--- src/rtl/core/vprc_pkg.sv ---
// ----------------------------------------------------------------------------
// Vacuum pump release controller package
// Payload types, mode, status, command and register codes.
// ----------------------------------------------------------------------------
`timescale 1ns / 1ps

package vprc_pkg;

   // Slot count the ports are sized for.
   localparam int SLOT_COUNT = 6;
   localparam int ID_W       = 29;
   localparam int CMD_W      = 8;
   localparam int CNT_W      = 3;
   localparam int TIME_W     = 32;
   localparam int REL_W      = 16;
   localparam int OFF_W      = 8;
   localparam int CSR_DATA_W = SLOT_COUNT * OFF_W;

   // Slot modes
   localparam logic [1:0] MODE_OFF       = 2'd0;
   localparam logic [1:0] MODE_ON        = 2'd1;
   localparam logic [1:0] MODE_RELEASING = 2'd2;

   // Result status codes
   localparam logic [1:0] STATUS_MATCH = 2'd0;
   localparam logic [1:0] STATUS_MISS  = 2'd1;
   localparam logic [1:0] STATUS_TICK  = 2'd2;

   // Item kinds
   localparam logic ACTION_MESSAGE = 1'b0;
   localparam logic ACTION_TICK    = 1'b1;

   // Command byte codes
   localparam logic [CMD_W-1:0] CMD_STOP = 8'd0;
   localparam logic [CMD_W-1:0] CMD_RUN  = 8'd1;

   // Register indexes
   localparam logic [1:0] REG_PUMP_COUNT  = 2'd0;
   localparam logic [1:0] REG_BASE_CAN_ID = 2'd1;
   localparam logic [1:0] REG_ID_OFFSETS  = 2'd2;
   localparam logic [1:0] REG_RELEASE_TIME = 2'd3;

   typedef struct packed {
      logic             action;
      logic [ID_W-1:0]  can_id;
      logic [CMD_W-1:0] command;
   } req_payload_type;

   typedef struct packed {
      logic [1:0]            status;
      logic [SLOT_COUNT-1:0] pump_drive;
      logic [SLOT_COUNT-1:0] valve_drive;
   } rsp_payload_type;

   typedef struct packed {
      logic [1:0]            reg_index;
      logic [CSR_DATA_W-1:0] wr_data;
   } csr_payload_type;

endpackage

--- src/rtl/core/vprc_stream_if.sv ---
// ----------------------------------------------------------------------------
// Vacuum pump release controller stream channel
// Valid/ready channel with a typed payload.
// ----------------------------------------------------------------------------
`timescale 1ns / 1ps

interface vprc_stream_if #(
   parameter type payload_type = logic
);
   logic        valid;
   logic        ready;
   payload_type payload;

   modport source (output valid, output payload, input ready);
   modport sink   (input valid, input payload, output ready);
endinterface

--- src/rtl/core/vacuum_pump_release_controller_unit.sv ---
// ----------------------------------------------------------------------------
// Vacuum pump release controller unit
// A req transfer reaches its rsp valid through the input reg, then the result reg.
// One item per cycle while the result channel does not stall; the slot state updates in a single pass.
// Reset (synchronous, active high) clears registers, slots, time and both stages.
// ----------------------------------------------------------------------------
`timescale 1ns / 1ps

module vacuum_pump_release_controller_unit
   import vprc_pkg::*;
#(
   parameter int MAX_PUMPS = 6
) (
   input logic          clock,
   input logic          reset,
   vprc_stream_if.sink   req_chan,
   vprc_stream_if.source rsp_chan,
   vprc_stream_if.sink   csr_chan
);

   // -------------------------------------------------------------------------
   // Configuration registers; writes are always accepted.
   // -------------------------------------------------------------------------
   logic [CNT_W-1:0]      pump_count_ff;
   logic [ID_W-1:0]       base_can_id_ff;
   logic [CSR_DATA_W-1:0] id_offsets_ff;
   logic [REL_W-1:0]      release_time_ff;
   logic                  csr_write;

   assign csr_chan.ready = 1'b1;
   assign csr_write      = csr_chan.valid;

   always_ff @(posedge clock) begin
      if (reset) begin
         pump_count_ff   <= '0;
         base_can_id_ff  <= '0;
         id_offsets_ff   <= '0;
         release_time_ff <= '0;
      end else if (csr_write) begin
         case (csr_chan.payload.reg_index)
            REG_PUMP_COUNT:   pump_count_ff   <= csr_chan.payload.wr_data[CNT_W-1:0];
            REG_BASE_CAN_ID:  base_can_id_ff  <= csr_chan.payload.wr_data[ID_W-1:0];
            REG_ID_OFFSETS:   id_offsets_ff   <= csr_chan.payload.wr_data;
            REG_RELEASE_TIME: release_time_ff <= csr_chan.payload.wr_data[REL_W-1:0];
            default: ;
         endcase
      end
   end

   // -------------------------------------------------------------------------
   // Stage handshake: the result register frees when empty or taken; the
   // input register advances when empty or whenever the result register frees.
   // -------------------------------------------------------------------------
   logic            in_valid_ff;
   req_payload_type in_item_ff;
   logic            rsp_valid_ff;
   rsp_payload_type rsp_item_ff;
   logic            rsp_free;
   logic            process;
   logic            req_take;

   assign rsp_free       = !rsp_valid_ff || rsp_chan.ready;
   assign process        = in_valid_ff && rsp_free;
   assign req_chan.ready = !in_valid_ff || rsp_free;
   assign req_take       = req_chan.valid && req_chan.ready;

   always_ff @(posedge clock) begin
      if (reset) begin
         in_valid_ff <= 1'b0;
      end else if (req_chan.ready) begin
         in_valid_ff <= req_chan.valid;
      end
   end

   // Capture the payload on each transfer; no reset needed.
   always_ff @(posedge clock) begin
      if (req_take) begin
         in_item_ff <= req_chan.payload;
      end
   end

   // -------------------------------------------------------------------------
   // Slot state
   // -------------------------------------------------------------------------
   logic [TIME_W-1:0]    time_ff,  time_in;
   logic [1:0]           mode_ff   [MAX_PUMPS];
   logic [1:0]           mode_in   [MAX_PUMPS];
   logic [TIME_W-1:0]    start_ff  [MAX_PUMPS];
   logic [TIME_W-1:0]    start_in  [MAX_PUMPS];
   logic [MAX_PUMPS-1:0] pump_ff,  pump_in;
   logic [MAX_PUMPS-1:0] valve_ff, valve_in;
   logic [1:0]           status_in;

   // Active slot count; larger settings act as the full slot count.
   logic [CNT_W-1:0]     active_cnt;
   logic [MAX_PUMPS-1:0] slot_active;
   logic [MAX_PUMPS-1:0] id_hit;
   logic [MAX_PUMPS-1:0] first_hit;
   logic [ID_W-1:0]      slot_id   [MAX_PUMPS];
   logic [TIME_W-1:0]    elapsed   [MAX_PUMPS];

   assign active_cnt = (pump_count_ff > CNT_W'(MAX_PUMPS)) ? CNT_W'(MAX_PUMPS)
                                                           : pump_count_ff;

   // Compare all slot identifiers in parallel, then keep the lowest hit.
   always_comb begin
      for (int i = 0; i < MAX_PUMPS; i++) begin
         slot_active[i] = CNT_W'(i) < active_cnt;
         slot_id[i]     = base_can_id_ff + ID_W'(id_offsets_ff[i*OFF_W +: OFF_W]);
         id_hit[i]      = slot_active[i] && (slot_id[i] == in_item_ff.can_id);
      end
   end

   assign first_hit = id_hit & (~id_hit + MAX_PUMPS'(1));

   always_comb begin
      time_in   = time_ff;
      pump_in   = pump_ff;
      valve_in  = valve_ff;
      status_in = STATUS_MISS;
      for (int i = 0; i < MAX_PUMPS; i++) begin
         mode_in[i]  = mode_ff[i];
         start_in[i] = start_ff[i];
         elapsed[i]  = '0;
      end

      if (in_item_ff.action == ACTION_TICK) begin
         // Advance time, then drop every expired release of an active slot.
         time_in   = time_ff + TIME_W'(1);
         status_in = STATUS_TICK;
         for (int i = 0; i < MAX_PUMPS; i++) begin
            elapsed[i] = time_in - start_ff[i];
            if (slot_active[i] && (mode_ff[i] == MODE_RELEASING) &&
                (elapsed[i] >= TIME_W'(release_time_ff))) begin
               valve_in[i] = 1'b0;
               mode_in[i]  = MODE_OFF;
            end
         end
      end else begin
         if (|id_hit) begin
            status_in = STATUS_MATCH;
         end
         for (int i = 0; i < MAX_PUMPS; i++) begin
            if (first_hit[i]) begin
               case (in_item_ff.command)
                  CMD_STOP: begin
                     pump_in[i]  = 1'b0;
                     valve_in[i] = 1'b1;
                     mode_in[i]  = MODE_RELEASING;
                     start_in[i] = time_ff;
                  end
                  CMD_RUN: begin
                     pump_in[i]  = 1'b1;
                     valve_in[i] = 1'b0;
                     mode_in[i]  = MODE_ON;
                  end
                  default: ;
               endcase
            end
         end
      end
   end

   // Commit slot state only when an item is processed.
   always_ff @(posedge clock) begin
      if (reset) begin
         time_ff  <= '0;
         pump_ff  <= '0;
         valve_ff <= '0;
         for (int i = 0; i < MAX_PUMPS; i++) begin
            mode_ff[i] <= MODE_OFF;
         end
      end else if (process) begin
         time_ff  <= time_in;
         pump_ff  <= pump_in;
         valve_ff <= valve_in;
         for (int i = 0; i < MAX_PUMPS; i++) begin
            mode_ff[i] <= mode_in[i];
         end
      end
   end

   // Release stamps are only read in releasing mode, so they need no reset.
   always_ff @(posedge clock) begin
      if (process) begin
         for (int i = 0; i < MAX_PUMPS; i++) begin
            start_ff[i] <= start_in[i];
         end
      end
   end

   // -------------------------------------------------------------------------
   // Result register: load on process, drop after a transfer, hold otherwise.
   // -------------------------------------------------------------------------
   always_ff @(posedge clock) begin
      if (reset) begin
         rsp_valid_ff <= 1'b0;
      end else if (rsp_free) begin
         rsp_valid_ff <= in_valid_ff;
      end
   end

   always_ff @(posedge clock) begin
      if (process) begin
         rsp_item_ff.status      <= status_in;
         rsp_item_ff.pump_drive  <= SLOT_COUNT'(pump_in);
         rsp_item_ff.valve_drive <= SLOT_COUNT'(valve_in);
      end
   end

   assign rsp_chan.valid   = rsp_valid_ff;
   assign rsp_chan.payload = rsp_item_ff;

endmodule

--- src/flat_wrapper.sv ---
// flat-port wrapper written by rule: the top's interface ports become plain ports
module vacuum_pump_release_controller_unit_flat import vprc_pkg::*;
#(
   parameter int MAX_PUMPS = 6
)
  (clock, reset, req_chan_valid, req_chan_payload, req_chan_ready, rsp_chan_valid, rsp_chan_payload, rsp_chan_ready, csr_chan_valid, csr_chan_payload, csr_chan_ready);
  vprc_stream_if #(.payload_type(req_payload_type)) req_chan_i ();
  vprc_stream_if #(.payload_type(rsp_payload_type)) rsp_chan_i ();
  vprc_stream_if #(.payload_type(csr_payload_type)) csr_chan_i ();
  input logic clock;
  input logic reset;
  input wire logic [$bits(req_chan_i.valid)-1:0] req_chan_valid;
  input wire logic [$bits(req_chan_i.payload)-1:0] req_chan_payload;
  output wire logic [$bits(req_chan_i.ready)-1:0] req_chan_ready;
  output wire logic [$bits(rsp_chan_i.valid)-1:0] rsp_chan_valid;
  output wire logic [$bits(rsp_chan_i.payload)-1:0] rsp_chan_payload;
  input wire logic [$bits(rsp_chan_i.ready)-1:0] rsp_chan_ready;
  input wire logic [$bits(csr_chan_i.valid)-1:0] csr_chan_valid;
  input wire logic [$bits(csr_chan_i.payload)-1:0] csr_chan_payload;
  output wire logic [$bits(csr_chan_i.ready)-1:0] csr_chan_ready;
  assign req_chan_i.valid = req_chan_valid;
  assign req_chan_i.payload = req_chan_payload;
  assign req_chan_ready = req_chan_i.ready;
  assign rsp_chan_valid = rsp_chan_i.valid;
  assign rsp_chan_payload = rsp_chan_i.payload;
  assign rsp_chan_i.ready = rsp_chan_ready;
  assign csr_chan_i.valid = csr_chan_valid;
  assign csr_chan_i.payload = csr_chan_payload;
  assign csr_chan_ready = csr_chan_i.ready;
  vacuum_pump_release_controller_unit #(.MAX_PUMPS(MAX_PUMPS)) u_core (.clock(clock), .reset(reset), .req_chan(req_chan_i), .rsp_chan(rsp_chan_i), .csr_chan(csr_chan_i));
endmodule
--- config.mk ---
export PLATFORM = sky130hd
export DESIGN_NAME = vacuum_pump_release_controller_unit_flat
export DESIGN_NICKNAME = d
export VERILOG_FILES = /design/src/rtl/core/vprc_pkg.sv /design/src/rtl/core/vprc_stream_if.sv /design/src/rtl/core/vacuum_pump_release_controller_unit.sv /design/src/flat_wrapper.sv
export SDC_FILE = /design/constraint.sdc
export NUM_CORES = 1
export LEC_CHECK = 0
export BUFFER_PORTS_ARGS = -buffer_cell sky130_fd_sc_hd__buf_2
export CORE_ASPECT_RATIO = 0.6
export CORE_MARGIN = 5
export CORE_UTILIZATION = 55
export DETAILED_ROUTE_END_ITERATION = 7
export HOLD_SLACK_MARGIN = 0.12
export PLACE_DENSITY = 0.78
export SYNTH_ARGS = -nofsm -noshare
export SYNTH_HDL_FRONTEND = slang
export SYNTH_SLANG_ARGS = --single-unit
--- constraint.sdc ---
create_clock -name clock -period 8.3 [get_ports clock]
set_input_delay 0.83 -clock clock [delete_from_list [all_inputs] [get_ports clock]]
set_output_delay 0.83 -clock clock [all_outputs]
set_load 0.005 [all_outputs]
==> results of run 1 <==
[cell families after synthesis]
logic type	Yosys count
AO/OA/AOI/OAI	1089
XOR/XNOR	285
adder cells (fa/ha/maj)	343
buffers and inverters	390
flip-flops	398
multiplexers	43
other	1
AND/OR/NAND/NOR	1253
[area by class of cell]
| cell class | count | area (um^2) | area share, % |
|---|---|---|---|
| Timing Repair Buffer | 192 | 1170 | 3.28 |
| Clock inverter | 19 | 173 | 0.483 |
| Clock buffer | 58 | 1210 | 3.37 |
| Multi-Input combinational cell | 3014 | 20700 | 57.8 |
| Tap cell | 781 | 977 | 2.73 |
| Sequential cell | 398 | 10500 | 29.5 |
| Inverter | 277 | 1040 | 2.91 |
[flip-flops by register name, summed over array words and instances (netlist names)]
name and flops:
u_core.base_can_id_ff 29, u_core.id_offsets_ff 48, u_core.in_item_ff 38, u_core.in_valid_ff 1, u_core.mode_ff 12, u_core.pump_count_ff 3, u_core.pump_ff 6, u_core.release_time_ff 16
u_core.rsp_chan.payload 14, u_core.rsp_chan.valid 1, u_core.start_ff 192, u_core.time_ff 32, u_core.valve_ff 6
[stage by stage]
step	util (%)	hold slack (ns)	power [mW]	instances
2_1_floorplan	-	0.428	2.45	3802
3_3_place_gp	58.3	0.440	2.64	4661
3_5_place_dp	58.3	0.446	2.64	4661
4_1_cts	60.6	0.386	4.57	4738
5_1_grt	60.6	0.388	4.71	4739
6_report	60.6	0.400	4.60	4739
[placed cells by master (no fill, tap or decap), drive strengths merged, types with 104 or more instances in the layout]
master / n
a21o: 106
a21oi: 346
buf: 191
dfxtp: 142
edfxtp: 256
ha: 331
inv: 278
nand2: 413
nand3: 104
nor2: 236
o21ai: 209
xnor2: 175
xor2: 108
[where the power goes]
group          switching (mW)  internal (mW)
Sequential             0.0501           2.12
Clock                   0.894           1.09
Combinational           0.297          0.151
Total                    1.24           3.36
[path summary, 6_finish.rpt]
path / startpoint / endpoint / slack (ns)
setup / recovery: u_core.time_ff[5]$_SDFFE_PP0P_ / u_core.mode_ff[0][0]$_SDFFCE_PP0P_ / 0.47
hold reg to reg: u_core.release_time_ff[15]$_SDFFE_PP0P_ / u_core.release_time_ff[15]$_SDFFE_PP0P_ / 0.46
hold / removal: req_chan_payload[15] / u_core.in_item_ff[15]$_DFFE_PP_ / 0.40
setup reg to reg: u_core.time_ff[5]$_SDFFE_PP0P_ / u_core.mode_ff[0][0]$_SDFFCE_PP0P_ / 0.47
[layer usage]
metal | vias up | routed length (um) | track usage [%] | share of wire, %
met2 | 2171 | 42300 | 44.8 | 33
met1 | 14900 | 60000 | 61.3 | 47
met5 | - | 46 | 0 | 0.036
met4 | 6 | 1920 | 5.63 | 1.5
met3 | 155 | 23700 | 19.5 | 19
li1 | 14300 | - | - | -
[worst max-delay path: stages, from the launching register on]
cell and delay (ns):
dfxtp_1 0.64, nand2_1 0.17, nor3_1 0.46, and3_1 0.30, xor2_1 0.79, ha_1 0.46, nor3_1 0.19, nor2_1 0.06
and2_1 0.17, a2111oi_0 0.41, clkbuf_2 0.24, or2_2 0.14, xnor2_1 0.12, ha_1 0.26, a21oi_1 0.17, nor2b_1 0.06
o21ai_0 0.39, o21ai_0 0.20, nor4_1 0.61, o2111ai_1 0.34, or4_1 0.60, nor3_1 0.22, a31oi_1 0.22, nand2_1 0.11
o311ai_0 0.21
==> impl_metrics.tcl, run 1 <==
set metrics [dict create \
    outcome "finished clean" \
    viasPerCell 6.66 \
    slew_headroom_pct 6.09 \
    synth_top_area_share_pct 23.6 \
    place_ws_ns 0.424 \
    critPathLaunchType "flip-flop" \
    endpoint_kind "flip-flop" \
    finalWeightedCongestion 1.06 \
    drv_cap 0 \
    min_path_type "input port to flip-flop" \
    num_antenna_cells 0 \
    min_period_over_period_pct 94.4 \
    drv_slew 0 \
    initial_core_util_pct 55.3 \
    syn_area_per_cell_um2 8.58 \
    synth-simple-area-share_pct 19.0 \
    fin_worst_skew_ns 0.0290 \
    rsz0062_at_grt "no" \
    grt_pass1_wl_mm 186 \
    synthMuxAreaShare_pct 1.35 \
    areaGrowthSynthToFinish_pct 9.63 \
    hold_viol 0 \
    path_clk_slew_ns 0.06 \
    drt-initial-drc-count 4532 \
    grt.total_usage_pct 38.4 \
    synth_top_cells_by_count "nand2_1 (413), a21oi_1 (346), ha_1 (331), inv_1 (275), edfxtp_1 (256)" \
    ff2ff_path_depth 24 \
    num_rows 69 \
    nFillCells 5249 \
    vias 31500 \
    clockBufferDepth 3 \
    synth_top_area_cell "edfxtp_1" \
    irDropWorstVdd_v 0.000183 \
    cts_resized 0 \
    synth_cell_types 95 \
    core_area_mm2 0.0590 \
    fin_setup_tns_ns 0 \
    grt_max_degree 64 \
    grt_overflow 0 \
    antenna_found_initial 4 \
    routed_wl_mm 128 \
    yosysMostFrequentCell "nand2_1" \
    wl_per_cell_um 27.0 \
    ys_seq_elements 398 \
    synth_seq_area_share_pct 32.3 \
    layout_setup_ws_ns 0.469 \
    async_flop_share_pct 0 \
    holdPathStages 1 \
    fp.dieH_um 199 \
    grt_pass1_vias 28100 \
    clock_sinks 398 \
    synth_top_cells_by_area "edfxtp_1 (24%), ha_1 (13%), dfxtp_1 (8.7%)" \
    setup_viol_count_final 0 \
    powerDensity_mw_per_mm2 129 \
    synth_edf_count 256 \
    htreeDepth 2 \
    worstMarginPinSlew_ns 1.40 \
    synth-warning-count 0 \
    path_class "flip-flop to flip-flop" \
    drive_above_1_share_pct 8.06 \
    ctsHoldBuffers 0 \
    required_ns 8.59 \
    synth-xor-area-share_pct 7.80 \
    syn-cell-area_mm2 0.0326 \
    syn_inst 3802 \
    yosys_most_used_dff "edfxtp_1" \
    critPathMaxFanout 10 \
    cts_tree "done" \
    numCtsBuffers 42 \
    worstSkewPairLatency_ns 0.61 \
    first_pass_iters 6 \
    arrival_ns 8.12 \
    synth_top_family_by_area "compound AO/OA/AOI/OAI gates" \
    design_area_mm2 0.0358 \
    ant_nets 0 \
    drc 0 \
    port_buffers 108 \
    leakage_nw 15.2 \
    synth-compound-area-share_pct 21.5 \
    period_needed_ns 7.83 \
    die_area_mm2 0.0644 \
    place_area_mm2 0.0344 \
    cts_setup_buffers 0 \
    dpl.hpwl_mm 102 \
    synth_fa_ha_area_share_pct 13.4 \
    io_pins 110 \
    layout.nets 4361 \
    ctsRootBufferMaster "clkbuf_16" \
    die-width_um 324 \
    clock.fmax_ghz 0.128 \
    synthesis.nets 4238 \
]
(Power assumes the default switching activity.)
==> inputs of run 2 (changes only) <==
--- a/config.mk
+++ b/config.mk
@@ -8,10 +8,10 @@
 export BUFFER_PORTS_ARGS = -buffer_cell sky130_fd_sc_hd__buf_2
 export CORE_ASPECT_RATIO = 0.6
 export CORE_MARGIN = 5
-export CORE_UTILIZATION = 55
+export CORE_UTILIZATION = 40
 export DETAILED_ROUTE_END_ITERATION = 7
 export HOLD_SLACK_MARGIN = 0.12
-export PLACE_DENSITY = 0.78
+export PLACE_DENSITY = 0.61
 export SYNTH_ARGS = -nofsm -noshare
 export SYNTH_HDL_FRONTEND = slang
 export SYNTH_SLANG_ARGS = --single-unit
==> run 2 against run 1 <==
  * Sequential cell count unchanged
  * Wire length is 0.14% higher
  * Fmax decreased by 3.3%
  * Worst setup slack worse by 0.27 ns
  * Global-route usage down 10 points
  * Critical path type unchanged
==> impl_metrics.tcl, run 2 (synthesis results as in run 1) <==
set metrics [dict create \
    outcome "finished clean" \
    design_area_mm2 0.0362 \
    final_common_cell "nand2_1" \
    powerDensity_mw_per_mm2 132 \
    path_clk_slew_ns 0.07 \
    rsz0062_at_grt "no" \
    fin_worst_skew_ns 0.0263 \
    largest_register_ffs 192 \
    holdPathStages 1 \
    setup_viol_count_final 0 \
    core_area_mm2 0.0812 \
    grt_pass1_vias 26700 \
    final_cell_mix "nand2_1 (413), a21oi_1 (346), ha_1 (331)" \
    hp-start "req_chan_payload[25]" \
    grt.total_usage_pct 28.2 \
    dpl.hpwl_mm 102 \
    first_pass_iters 6 \
    required_ns 8.60 \
    ctsRootBufferMaster "clkbuf_16" \
    irDropWorstVdd_v 0.000113 \
    largest-register "u_core.start_ff" \
    drive_above_1_share_pct 8.08 \
    vias 30800 \
    r2r-end "u_core.mode_ff[0][1]$_SDFFCE_PP0P_" \
    layout_setup_ws_ns 0.203 \
    worst-r2r-setup-slack_ns 0.20 \
    grt_overflow 0 \
    numCtsBuffers 43 \
    fp.dieH_um 231 \
    finalWeightedCongestion 1.06 \
    drc 0 \
    initial_core_util_pct 40.2 \
    clock_sinks 398 \
    arrival_ns 8.40 \
    stdcell_count 5028 \
    leakage_nw 15.3 \
    critPathMaxFanout 10 \
    place_area_mm2 0.0347 \
    min_period_over_period_pct 97.6 \
    clock.fmax_ghz 0.124 \
    layout.nets 4350 \
    num_rows 81 \
    grt_max_degree 57 \
    io_pins 110 \
    drv_slew 0 \
    antenna_found_initial 1 \
    slew_headroom_pct 11.3 \
    drt-initial-drc-count 4232 \
    fin_setup_tns_ns 0 \
    period_needed_ns 8.10 \
    crit-reg2reg-launch "u_core.time_ff[1]$_SDFFE_PP0P_" \
    htreeDepth 2 \
    ant_nets 0 \
    die_area_mm2 0.0875 \
    viasPerCell 6.13 \
    worstSkewPairLatency_ns 0.62 \
    cts_resized 0 \
    wl_per_cell_um 25.5 \
    drv_cap 0 \
    grt_pass1_wl_mm 185 \
    critPathLaunchType "flip-flop" \
    whs_endpoint "u_core.in_item_ff[25]$_DFFE_PP_" \
    ctsHoldBuffers 0 \
    ff2ff_path_depth 23 \
    reg_top3 "u_core.start_ff (192), u_core.id_offsets_ff (48), u_core.in_item_ff (38)" \
    worstMarginPinSlew_ns 1.31 \
    cts_setup_buffers 0 \
    path_class "flip-flop to flip-flop" \
    place.detailed.instances 4948 \
    place_ws_ns 0.131 \
    num_antenna_cells 0 \
    clockBufferDepth 3 \
    min_path_type "input port to flip-flop" \
    nFillCells 8009 \
    routed_wl_mm 128 \
    port_buffers 108 \
    areaGrowthSynthToFinish_pct 11.1 \
    die-width_um 379 \
    hold_viol 0 \
    endpoint_kind "flip-flop" \
    p_total_mw 4.77 \
    cts_tree "done" \
]
-- run 2: worst max path at each step --
stage,from,end,slack [ns],cells past startpoint
after floorplan,u_core.base_can_id_ff[0]$_SDFFE_PP0P_,u_core.start_ff[4][0]$_DFFE_PP_,1.70,11
after global placement,u_core.time_ff[2]$_SDFFE_PP0P_,u_core.mode_ff[0][0]$_SDFFCE_PP0P_,0.23,23
after detailed placement,u_core.time_ff[2]$_SDFFE_PP0P_,u_core.mode_ff[0][0]$_SDFFCE_PP0P_,0.13,23
after CTS,u_core.time_ff[2]$_SDFFE_PP0P_,u_core.mode_ff[0][0]$_SDFFCE_PP0P_,0.10,23
after global routing,u_core.time_ff[1]$_SDFFE_PP0P_,u_core.mode_ff[0][3]$_SDFFCE_PP0P_,0.04,22
final,u_core.time_ff[1]$_SDFFE_PP0P_,u_core.mode_ff[0][1]$_SDFFCE_PP0P_,0.20,23
-- run 2: area by class of cell --
type | instances | area, um^2 | share of cell area (%)
timing repair buffer | 180 | 1080 | 2.99
multi-input combinational | 3014 | 20700 | 57.1
clock buffer | 56 | 1250 | 3.45
clock inverter | 24 | 283 | 0.781
tap | 1079 | 1350 | 3.73
inverter | 277 | 1040 | 2.87
sequential | 398 | 10500 | 29.1
-- run 2: power by group --
part | switching [mW] | internal (mW)
clock | 0.914 | 1.23
combinational | 0.299 | 0.152
sequential | 0.0520 | 2.12
-- run 2: through the flow --
step / utilization (%) / hold slack (ns)
global placement: 42.7 / 0.439
CTS: 44.6 / 0.368
finish: 44.6 / 0.389
detailed placement: 42.7 / 0.447
floorplan: - / 0.428
global route: 44.6 / 0.373
-- run 2: critical path, cell delays in order (launching register included) --
cell and delay [ns]:
dfxtp_1 0.54, nand3_1 0.23, nor3_1 0.63, and3_1 0.33
xor2_1 0.61, ha_1 0.44, nor3_1 0.21, nor2_1 0.08
and2_1 0.17, a2111oi_1 0.90, or2_2 0.27, xnor2_1 0.12
ha_1 0.26, a21oi_1 0.16, nor2b_1 0.06, o21ai_0 0.41
o21ai_0 0.27, nor4_2 0.51, o2111ai_1 0.26, or4_1 0.64
nor3_1 0.20, a31oi_1 0.19, nand2_1 0.10, o311ai_0 0.20
-- run 2: per-layer routing --
metal	global-route usage, %	vias up	routed length (um)
met5	0	-	0
met4	3.45	0	1310
met3	11.6	91	19200
met2	30.7	1660	41300
met1	48.6	14800	66400
li1	-	14300	-
